===== src/sv/rntf_pkg.sv =====
// Shared types, constants and helper functions for the roman numeral text filter.
package rntf_pkg;

   localparam logic [7:0] CHAR_SPACE  = 8'd32;
   localparam logic [7:0] CHAR_NL     = 8'd10;
   localparam logic [7:0] CHAR_TAB    = 8'd9;
   localparam logic [7:0] CHAR_CR     = 8'd13;
   localparam logic [7:0] CHAR_COMMA  = 8'd44;
   localparam logic [7:0] CHAR_PERIOD = 8'd46;
   localparam logic [7:0] CHAR_ZERO   = 8'd48;
   localparam logic [7:0] CHAR_I      = 8'd73;
   localparam logic [7:0] CHAR_V      = 8'd86;
   localparam logic [7:0] CHAR_X      = 8'd88;
   localparam logic [7:0] CHAR_L      = 8'd76;
   localparam logic [7:0] CHAR_C      = 8'd67;
   localparam logic [7:0] CHAR_D      = 8'd68;
   localparam logic [7:0] CHAR_M      = 8'd77;

   localparam int SYM_W     = 11;
   localparam int TOTAL_W   = 17;
   localparam int CONV_BITS = 16;
   localparam int CNT_W     = 4;
   localparam int DIGITS    = 5;
   localparam int DIG_W     = 3;
   localparam int BCD_W     = 4 * DIGITS;

   typedef enum logic [2:0] {
      ST_IDLE,
      ST_SPACE,
      ST_CONV,
      ST_DIGITS,
      ST_RD,
      ST_CHARS,
      ST_TAIL
   } state_type;

   typedef enum logic [1:0] {
      CLS_WORD,
      CLS_SPACE,
      CLS_PUNCT,
      CLS_EOT
   } class_type;

   typedef enum logic [1:0] {
      SRC_SPACE,
      SRC_DIGIT,
      SRC_RAM,
      SRC_TAIL
   } src_type;

   typedef struct packed {
      logic    add_byte;
      logic    latch_item;
      logic    conv_load;
      logic    conv_step;
      logic    dig_advance;
      logic    idx_inc;
      logic    rd_en;
      logic    clear_word;
      logic    emit;
      src_type emit_sel;
      logic    emit_last;
   } cmd_type;

   typedef struct packed {
      class_type req_class;
      logic      word_empty;
      logic      all_roman;
      logic      has_tail;
      logic      out_free;
      logic      conv_done;
      logic      dig_last;
      logic      dig_lead_zero;
      logic      idx_last;
   } stat_type;

   function automatic logic [SYM_W-1:0] symbol_value(input logic [7:0] c);
      logic [SYM_W-1:0] v;
      case (c)
         CHAR_I:  v = SYM_W'(1);
         CHAR_V:  v = SYM_W'(5);
         CHAR_X:  v = SYM_W'(10);
         CHAR_L:  v = SYM_W'(50);
         CHAR_C:  v = SYM_W'(100);
         CHAR_D:  v = SYM_W'(500);
         CHAR_M:  v = SYM_W'(1000);
         default: v = '0;
      endcase
      return v;
   endfunction

   // Add three to every BCD digit of five or more, ahead of the next shift.
   function automatic logic [BCD_W-1:0] bcd_adjust(input logic [BCD_W-1:0] b);
      logic [BCD_W-1:0] r;
      r = b;
      for (int i = 0; i < DIGITS; i++) begin
         if (b[4*i +: 4] >= 4'd5) begin
            r[4*i +: 4] = b[4*i +: 4] + 4'd3;
         end
      end
      return r;
   endfunction

endpackage


===== src/sv/rntf_ram.sv =====
// Generic single-write, single-read RAM with registered read data.
module rntf_ram #(
   parameter int WIDTH = 8,
   parameter int DEPTH = 32
) (
   input  logic                                     clock,
   input  logic                                     wr_en,
   input  logic [((DEPTH > 1) ? $clog2(DEPTH) : 1)-1:0] wr_addr,
   input  logic [WIDTH-1:0]                         wr_data,
   input  logic                                     rd_en,
   input  logic [((DEPTH > 1) ? $clog2(DEPTH) : 1)-1:0] rd_addr,
   output logic [WIDTH-1:0]                         rd_data
);

   logic [WIDTH-1:0] mem_ff [DEPTH];
   logic [WIDTH-1:0] rd_data_ff;

   always_ff @(posedge clock) begin
      if (wr_en) begin
         mem_ff[wr_addr] <= wr_data;
      end
      if (rd_en) begin
         rd_data_ff <= mem_ff[rd_addr];
      end
   end

   assign rd_data = rd_data_ff;

endmodule


===== src/sv/rntf_ctrl.sv =====
// Controller state machine: accepts characters and sequences the flush of a word.
module rntf_ctrl
   import rntf_pkg::*;
(
   input  logic     clock,
   input  logic     reset,
   input  logic     req_valid,
   output logic     req_ready,
   input  stat_type stat,
   output cmd_type  cmd
);

   state_type state_ff;
   state_type state_in;

   always_ff @(posedge clock) begin
      if (reset) begin
         state_ff <= ST_IDLE;
      end else begin
         state_ff <= state_in;
      end
   end

   always_comb begin
      state_in  = state_ff;
      cmd       = '0;
      req_ready = 1'b0;
      case (state_ff)
         ST_IDLE: begin
            req_ready = 1'b1;
            if (req_valid) begin
               cmd.latch_item = 1'b1;
               case (stat.req_class)
                  CLS_WORD: begin
                     cmd.add_byte = 1'b1;
                  end
                  CLS_SPACE: begin
                     if (!stat.word_empty) begin
                        state_in = ST_SPACE;
                     end
                  end
                  default: begin
                     state_in = stat.word_empty ? ST_TAIL : ST_SPACE;
                  end
               endcase
            end
         end
         ST_SPACE: begin
            if (stat.out_free) begin
               cmd.emit      = 1'b1;
               cmd.emit_sel  = SRC_SPACE;
               cmd.conv_load = 1'b1;
               state_in      = stat.all_roman ? ST_CONV : ST_RD;
            end
         end
         ST_CONV: begin
            cmd.conv_step = 1'b1;
            if (stat.conv_done) begin
               state_in = ST_DIGITS;
            end
         end
         ST_DIGITS: begin
            if (stat.dig_lead_zero && !stat.dig_last) begin
               cmd.dig_advance = 1'b1;
            end else if (stat.out_free) begin
               cmd.emit      = 1'b1;
               cmd.emit_sel  = SRC_DIGIT;
               cmd.emit_last = stat.dig_last && !stat.has_tail;
               if (stat.dig_last) begin
                  cmd.clear_word = 1'b1;
                  state_in       = stat.has_tail ? ST_TAIL : ST_IDLE;
               end else begin
                  cmd.dig_advance = 1'b1;
               end
            end
         end
         ST_RD: begin
            cmd.rd_en = 1'b1;
            state_in  = ST_CHARS;
         end
         ST_CHARS: begin
            if (stat.out_free) begin
               cmd.emit      = 1'b1;
               cmd.emit_sel  = SRC_RAM;
               cmd.emit_last = stat.idx_last && !stat.has_tail;
               if (stat.idx_last) begin
                  cmd.clear_word = 1'b1;
                  state_in       = stat.has_tail ? ST_TAIL : ST_IDLE;
               end else begin
                  cmd.idx_inc = 1'b1;
                  state_in    = ST_RD;
               end
            end
         end
         ST_TAIL: begin
            if (stat.out_free) begin
               cmd.emit      = 1'b1;
               cmd.emit_sel  = SRC_TAIL;
               cmd.emit_last = 1'b1;
               state_in      = ST_IDLE;
            end
         end
         default: begin
            state_in = ST_IDLE;
         end
      endcase
   end

   // The output register must be free whenever a byte is pushed into it.
   a_emit_free: assert property (@(posedge clock) disable iff (reset)
      cmd.emit |-> stat.out_free)
      else $error("byte pushed while output register is occupied");

   // A finished flush leaves the word empty for the next character.
   a_clear_empties: assert property (@(posedge clock) disable iff (reset)
      cmd.clear_word |=> stat.word_empty)
      else $error("word not empty after flush");

   // Every RAM read is followed by the cycle that presents its data.
   a_rd_then_chars: assert property (@(posedge clock) disable iff (reset)
      state_ff == ST_RD |=> state_ff == ST_CHARS)
      else $error("read data not consumed in the following cycle");

   // The closing byte goes out as soon as the output register has room.
   a_tail_done: assert property (@(posedge clock) disable iff (reset)
      (state_ff == ST_TAIL && stat.out_free) |=> state_ff == ST_IDLE)
      else $error("tail byte not sent");

endmodule


===== src/sv/rntf_dp.sv =====
// Datapath: word store, roman value accumulation, binary to BCD conversion, output register.
module rntf_dp
   import rntf_pkg::*;
#(
   parameter int WORD_CHARS = 32
) (
   input  logic       clock,
   input  logic       reset,
   input  logic [7:0] req_in_char,
   input  logic       req_end_of_text,
   output logic       rsp_valid,
   input  logic       rsp_ready,
   output logic [7:0] rsp_out_char,
   output logic       rsp_last_of_run,
   input  cmd_type    cmd,
   output stat_type   stat
);

   localparam int LEN_W  = $clog2(WORD_CHARS + 1);
   localparam int ADDR_W = (WORD_CHARS > 1) ? $clog2(WORD_CHARS) : 1;

   logic [LEN_W-1:0]          len_ff, len_in;
   logic                      roman_ff, roman_in;
   logic [SYM_W-1:0]          pending_ff, pending_in;
   logic signed [TOTAL_W-1:0] total_ff, total_in;
   logic [7:0]                tail_ff;
   logic                      has_tail_ff;
   logic [CONV_BITS-1:0]      bin_ff;
   logic [BCD_W-1:0]          bcd_ff;
   logic [CNT_W-1:0]          cnt_ff;
   logic [DIG_W-1:0]          dig_idx_ff;
   logic                      started_ff;
   logic [ADDR_W-1:0]         idx_ff;
   logic                      rsp_valid_ff;
   logic [7:0]                rsp_char_ff;
   logic                      rsp_last_ff;

   class_type                 req_class;
   logic [SYM_W-1:0]          sym;
   logic                      store_wr;
   logic [7:0]                ram_rd_data;
   logic [3:0]                digit;
   logic signed [TOTAL_W-1:0] word_value;
   logic [7:0]                emit_char;
   logic                      out_free;

   always_comb begin
      if (req_end_of_text) begin
         req_class = CLS_EOT;
      end else if (req_in_char == CHAR_SPACE ||
                   (req_in_char >= CHAR_TAB && req_in_char <= CHAR_CR)) begin
         req_class = CLS_SPACE;
      end else if (req_in_char == CHAR_COMMA || req_in_char == CHAR_PERIOD) begin
         req_class = CLS_PUNCT;
      end else begin
         req_class = CLS_WORD;
      end
   end

   assign sym      = symbol_value(req_in_char);
   assign store_wr = cmd.add_byte && (len_ff < LEN_W'(WORD_CHARS));

   // Word state: a symbol's sign is decided only once the next symbol is seen.
   always_comb begin
      len_in     = len_ff;
      roman_in   = roman_ff;
      pending_in = pending_ff;
      total_in   = total_ff;
      if (cmd.clear_word) begin
         len_in     = '0;
         roman_in   = 1'b1;
         pending_in = '0;
         total_in   = '0;
      end else if (store_wr) begin
         if (sym == '0) begin
            roman_in = 1'b0;
         end else if (len_ff != '0) begin
            if (pending_ff < sym) begin
               total_in = total_ff - $signed({{(TOTAL_W-SYM_W){1'b0}}, pending_ff});
            end else begin
               total_in = total_ff + $signed({{(TOTAL_W-SYM_W){1'b0}}, pending_ff});
            end
         end
         pending_in = sym;
         len_in     = len_ff + LEN_W'(1);
      end
   end

   always_ff @(posedge clock) begin
      if (reset) begin
         len_ff      <= '0;
         roman_ff    <= 1'b1;
         pending_ff  <= '0;
         total_ff    <= '0;
         has_tail_ff <= 1'b0;
      end else begin
         len_ff     <= len_in;
         roman_ff   <= roman_in;
         pending_ff <= pending_in;
         total_ff   <= total_in;
         if (cmd.latch_item) begin
            has_tail_ff <= (req_class != CLS_SPACE);
         end
      end
   end

   always_ff @(posedge clock) begin
      if (cmd.latch_item) begin
         tail_ff <= req_end_of_text ? CHAR_NL : req_in_char;
      end
   end

   rntf_ram #(
      .WIDTH (8),
      .DEPTH (WORD_CHARS)
   ) u_store (
      .clock   (clock),
      .wr_en   (store_wr),
      .wr_addr (len_ff[ADDR_W-1:0]),
      .wr_data (req_in_char),
      .rd_en   (cmd.rd_en),
      .rd_addr (idx_ff),
      .rd_data (ram_rd_data)
   );

   assign word_value = total_ff + $signed({{(TOTAL_W-SYM_W){1'b0}}, pending_ff});

   // Shift-and-add-three conversion, one binary bit per cycle, most significant first.
   always_ff @(posedge clock) begin
      if (cmd.conv_load) begin
         bin_ff <= word_value[CONV_BITS-1:0];
         bcd_ff <= '0;
      end else if (cmd.conv_step) begin
         {bcd_ff, bin_ff} <= {bcd_adjust(bcd_ff), bin_ff} << 1;
      end
   end

   always_ff @(posedge clock) begin
      if (reset) begin
         cnt_ff     <= '0;
         dig_idx_ff <= '0;
         started_ff <= 1'b0;
         idx_ff     <= '0;
      end else begin
         if (cmd.conv_load) begin
            cnt_ff     <= '0;
            dig_idx_ff <= DIG_W'(DIGITS - 1);
            started_ff <= 1'b0;
            idx_ff     <= '0;
         end else begin
            if (cmd.conv_step) begin
               cnt_ff <= cnt_ff + CNT_W'(1);
            end
            if (cmd.dig_advance) begin
               dig_idx_ff <= dig_idx_ff - DIG_W'(1);
            end
            if (cmd.emit && cmd.emit_sel == SRC_DIGIT) begin
               started_ff <= 1'b1;
            end
            if (cmd.idx_inc) begin
               idx_ff <= idx_ff + ADDR_W'(1);
            end
         end
      end
   end

   assign digit = bcd_ff[{dig_idx_ff, 2'b00} +: 4];

   always_comb begin
      case (cmd.emit_sel)
         SRC_SPACE: emit_char = CHAR_SPACE;
         SRC_DIGIT: emit_char = CHAR_ZERO | {4'b0000, digit};
         SRC_RAM:   emit_char = ram_rd_data;
         SRC_TAIL:  emit_char = tail_ff;
         default:   emit_char = CHAR_SPACE;
      endcase
   end

   assign out_free = !rsp_valid_ff || rsp_ready;

   always_ff @(posedge clock) begin
      if (reset) begin
         rsp_valid_ff <= 1'b0;
      end else if (cmd.emit) begin
         rsp_valid_ff <= 1'b1;
      end else if (rsp_ready) begin
         rsp_valid_ff <= 1'b0;
      end
   end

   always_ff @(posedge clock) begin
      if (cmd.emit) begin
         rsp_char_ff <= emit_char;
         rsp_last_ff <= cmd.emit_last;
      end
   end

   assign rsp_valid       = rsp_valid_ff;
   assign rsp_out_char    = rsp_char_ff;
   assign rsp_last_of_run = rsp_last_ff;

   assign stat.req_class     = req_class;
   assign stat.word_empty    = (len_ff == '0);
   assign stat.all_roman     = roman_ff;
   assign stat.has_tail      = has_tail_ff;
   assign stat.out_free      = out_free;
   assign stat.conv_done     = (cnt_ff == CNT_W'(CONV_BITS - 1));
   assign stat.dig_last      = (dig_idx_ff == '0);
   assign stat.dig_lead_zero = (digit == 4'd0) && !started_ff;
   assign stat.idx_last      = ((LEN_W'(idx_ff) + LEN_W'(1)) == len_ff);

endmodule


===== src/sv/roman_numeral_text_filter_core.sv =====
// Word bytes are accepted back to back; whitespace with no word is accepted and sends nothing.
// A separator after a word is accepted, then the leading space is sent, then for a roman word the
// value is converted and its digit positions (5) are stepped through, or otherwise each stored byte
// is read from RAM, then transferred. A comma, period or end of text then sends one more byte;
// output stalls hold the flush. Synchronous active-high reset clears the controller,
// word length, value and output register; the word store is not cleared.
module roman_numeral_text_filter_core
   import rntf_pkg::*;
#(
   parameter int WORD_CHARS = 32
) (
   input  logic       clock,
   input  logic       reset,
   input  logic       req_valid,
   output logic       req_ready,
   input  logic [7:0] req_in_char,
   input  logic       req_end_of_text,
   output logic       rsp_valid,
   input  logic       rsp_ready,
   output logic [7:0] rsp_out_char,
   output logic       rsp_last_of_run
);

   cmd_type  cmd;
   stat_type stat;

   rntf_ctrl u_ctrl (
      .clock     (clock),
      .reset     (reset),
      .req_valid (req_valid),
      .req_ready (req_ready),
      .stat      (stat),
      .cmd       (cmd)
   );

   rntf_dp #(
      .WORD_CHARS (WORD_CHARS)
   ) u_dp (
      .clock           (clock),
      .reset           (reset),
      .req_in_char     (req_in_char),
      .req_end_of_text (req_end_of_text),
      .rsp_valid       (rsp_valid),
      .rsp_ready       (rsp_ready),
      .rsp_out_char    (rsp_out_char),
      .rsp_last_of_run (rsp_last_of_run),
      .cmd             (cmd),
      .stat            (stat)
   );

endmodule


===== config.mk =====
export PLATFORM = sky130hd
export DESIGN_NAME = roman_numeral_text_filter_core
export DESIGN_NICKNAME = d
export VERILOG_FILES = /design/src/sv/rntf_pkg.sv /design/src/sv/rntf_ram.sv /design/src/sv/rntf_ctrl.sv /design/src/sv/rntf_dp.sv /design/src/sv/roman_numeral_text_filter_core.sv
export SDC_FILE = /design/constraint.sdc
export NUM_CORES = 1
export LEC_CHECK = 0
export BUFFER_PORTS_ARGS = -buffer_cell sky130_fd_sc_hd__buf_2
export CAP_MARGIN = 20
export CORE_MARGIN = 2
export CORE_UTILIZATION = 57
export CTS_CLUSTER_SIZE = 16
export DETAILED_ROUTE_END_ITERATION = 10
export PLACE_DENSITY = 0.76
export SYNTH_ARGS = -nofsm -noshare
export SYNTH_HDL_FRONTEND = slang
export SYNTH_SLANG_ARGS = --single-unit

===== constraint.sdc =====
create_clock -name clock -period 3.4 [get_ports clock]
set_clock_uncertainty 0.1 [all_clocks]
set_input_delay 0.68 -clock clock [delete_from_list [all_inputs] [get_ports clock]]
set_output_delay 0.68 -clock clock [all_outputs]
set_load 0.02 [all_outputs]

==> out/results.tsv <==
metric	value	unit
HP Class	in -> reg	
Worst-path clk slew	60	ps
Place WS	-260	ps
final instance area	0.0192	mm²
share of cells above drive strength 1	0.206	
Starting Density	0.576	
core area	0.0296	mm²
HP Start	reset	
Filler Cell Count	2033	
grt ovf	0	
largest net degree at the start of global routing	44	
distinct cell type count after synthesis	79	
Port Buffers	23	
Post-Layout Cell Count	1713	
synthesized area	0.0170	mm²
routability cong.	0.863	
final period utilization	0.928	
placed wire-length estimate	25000	µm
die width	177	µm
row count	63	
max-slew violations	0	
final-stage net count	1353	
Peak VDD IR	0.000414	V
IO Pins	24	
Power Dens Cells	597	mW/mm²
DR pass1 iterations	7	
CTS Buf Count	37	
Final WS setup	245	ps
initial DRC count	1055	
placed inst area	0.0180	mm²
Vias	10600	
RSZ-0062 raised after global routing	false	
crit end category	register	
Syn Inst Count	1223	
setup TNS	0	ps
Hold EP	u_dp.dig_idx_ff[2]	
Synth Flop Type	edfxtp_1	
ys async rst share	0	
Final min period	3160	ps
TritonCTS clock tree	done	
Final setup violation count	0	
Relative slew margins	0.347	
startpoint types	primary input	
worst hold slack	362	ps
P_leak	6.40	nW
reg2reg end	u_dp.bin_ff[14]	
Crit-path slowest cell	nor2_1	
initial antenna violation count	3	
Worst-Margin Slew	972	ps
Tot GR Track Use	0.252	
synthesis warning total	0	
status	completed	
post-synthesis sequential area ratio	0.606	
htree depth	2	
first-pass GRT wire length	60200	µm
delay-heaviest family, CP	simple AND/OR/NAND/NOR gates	
DIE AREA	0.0313	mm²
r2r startpoint	u_dp.pending_ff[1]	
maximum fanout along the worst path	16	
dpl cells	1642	
Final ANT Viol Nets	0	
Setup CP Type	in -> reg	
synthesized net count	1284	
number of global-route vias before repair	10600	
critical path's largest stage delay	700	ps
most frequent cells in the layout	edfxtp_1, nor2_1, mux4_2	
root buf cell	clkbuf_16	
fmax	317	MHz
Residual DRC	0	
FF+latch count, synth	367	
hold path depth	2	
Layout area overhead	12.9	%
DR WL/cell	22.3	µm
final core occ	0.650	
CTS sink count	367	
Final Routed Wirelength	38200	µm
hold_buf cts	0	
endpoints failing hold	0	
CTS resizes	0	
overall power	11.5	mW
commonest non-fill, non-tap cell in the layout	edfxtp_1	
clk_lat worst skew	530	ps
Synth Area per Inst	13.9	µm²
maxcap violations	0	
postcts setup bufs	0	
EDFF count, synth	297	
worst-path cell chain	buf_2 -> or3b_2 -> o311ai_0 -> a311o_1 -> nor3_2 -> nand2_1 -> buf_12 -> nor2_1	
CP bufs+invs	2	
area occupied by multi-input gates	0.00629	mm²
Critical Path AT	3200	ps
Die Height	177	µm
R2R setup slack	280	ps
DR vias/cell	6.21	
R2R depth	9	
Sequential Area	0.0103	mm²
worst path required time	3440	ps
clock buffer depth	3	
synth_stat cells, drive strengths merged, types with 7 or more instances:
| library cell | instances | area share |
|---|---|---|
| a22oi | 10 | 0.0047 |
| ha | 46 | 0.034 |
| xor2 | 16 | 0.0082 |
| o31ai | 11 | 0.0048 |
| nand3 | 31 | 0.0091 |
| o21ai | 49 | 0.014 |
| nand3b | 7 | 0.0031 |
| and2 | 17 | 0.0062 |
| mux4 | 84 | 0.11 |
| nand2b | 17 | 0.0062 |
| mux2 | 10 | 0.0066 |
| nor2 | 105 | 0.023 |
| a21oi | 55 | 0.016 |
| mux2i | 15 | 0.0088 |
| clkbuf | 52 | 0.012 |
| xnor2 | 26 | 0.013 |
| o211ai | 11 | 0.0048 |
| o21a | 8 | 0.0035 |
| a211oi | 18 | 0.0082 |
| nor4bb | 9 | 0.0053 |
| dfxtp | 70 | 0.082 |
| nor3 | 21 | 0.0068 |
| edfxtp | 297 | 0.52 |
| buf | 17 | 0.0051 |
| nand2 | 66 | 0.015 |
| nand4 | 11 | 0.0040 |
| nor2b | 23 | 0.0084 |
| inv | 40 | 0.0088 |
logic make-up (layout without fill, tap and decap cells):
logic type                 after synthesis  after routing  synth area share
and+or+nand+nor                        341            341             0.104
muxes                                  109            109             0.126
AOI/OAI and AO/OA                      207            207            0.0804
buffers and inverters                  109            207            0.0254
other                                    0              2                 0
adders and majority gates               48             48            0.0361
DFF                                    367            367             0.606
xor gates and xnor gates                42             42            0.0216
power by group:
group,total (mW),switching [mW],internal [mW]
sequential,5.50,0.228,5.27
clock,4.06,1.71,2.35
combinational,1.91,1.15,0.759
total,11.5,3.09,8.38
worst reg2reg max path: stages, from the launching register on:
cell      delay (ps)
dfxtp_1          430
inv_1            130
fa_1             480
or2_1            250
a221oi_1         400
o41a_1           250
o221ai_1         300
o21a_1           290
nor3_1           170
nor2_1            50
worst max path at each step:
stage               cells past startpoint                from                          to
floorplan                              13      req_in_char[7]           u_dp.total_ff[11]
global placement                        9      req_in_char[5]  u_dp.u_store.mem_ff[16][0]
detailed placement                      9      req_in_char[5]   u_dp.u_store.mem_ff[1][3]
CTS                                     8      req_in_char[2]   u_dp.u_store.mem_ff[1][4]
global route                            9  u_dp.pending_ff[1]             u_dp.bin_ff[14]
finish                                  8      req_in_char[2]   u_dp.u_store.mem_ff[1][4]
metal layers:
layer  track usage  vias to the layer above  wire [µm]
met1         0.344                     5308      15800
li1              -                     4834          -
met3        0.0363                       65       2630
met2         0.423                      423      18800
met4        0.0768                        0        951
met5             0                        -          0
registers in the layout (all words and copies together) (netlist names), 3 cells and up:
signal	cells
u_dp.total_ff	16
u_dp.rsp_out_char	8
u_dp.len_ff	6
u_dp.u_store.mem_ff	256
u_dp.idx_ff	5
u_dp.bin_ff	16
u_dp.pending_ff	9
u_dp.dig_idx_ff	3
u_dp.cnt_ff	4
u_ctrl.state_ff	3
u_dp.bcd_ff	20
u_dp.u_store.rd_data	8
u_dp.tail_ff	8
cell type report:
type / instances / area share
Clock buffer: 49 / 0.0527
Timing Repair Buffer: 99 / 0.0388
Sequential cell: 367 / 0.537
Inverter: 40 / 0.00781
Antenna cell: 2 / 0.000260
Clock inverter: 19 / 0.0106
Multi-Input combinational cell: 747 / 0.327
Tap cell: 390 / 0.0254
No activity file was read; power rests on OpenSTA's default activity.
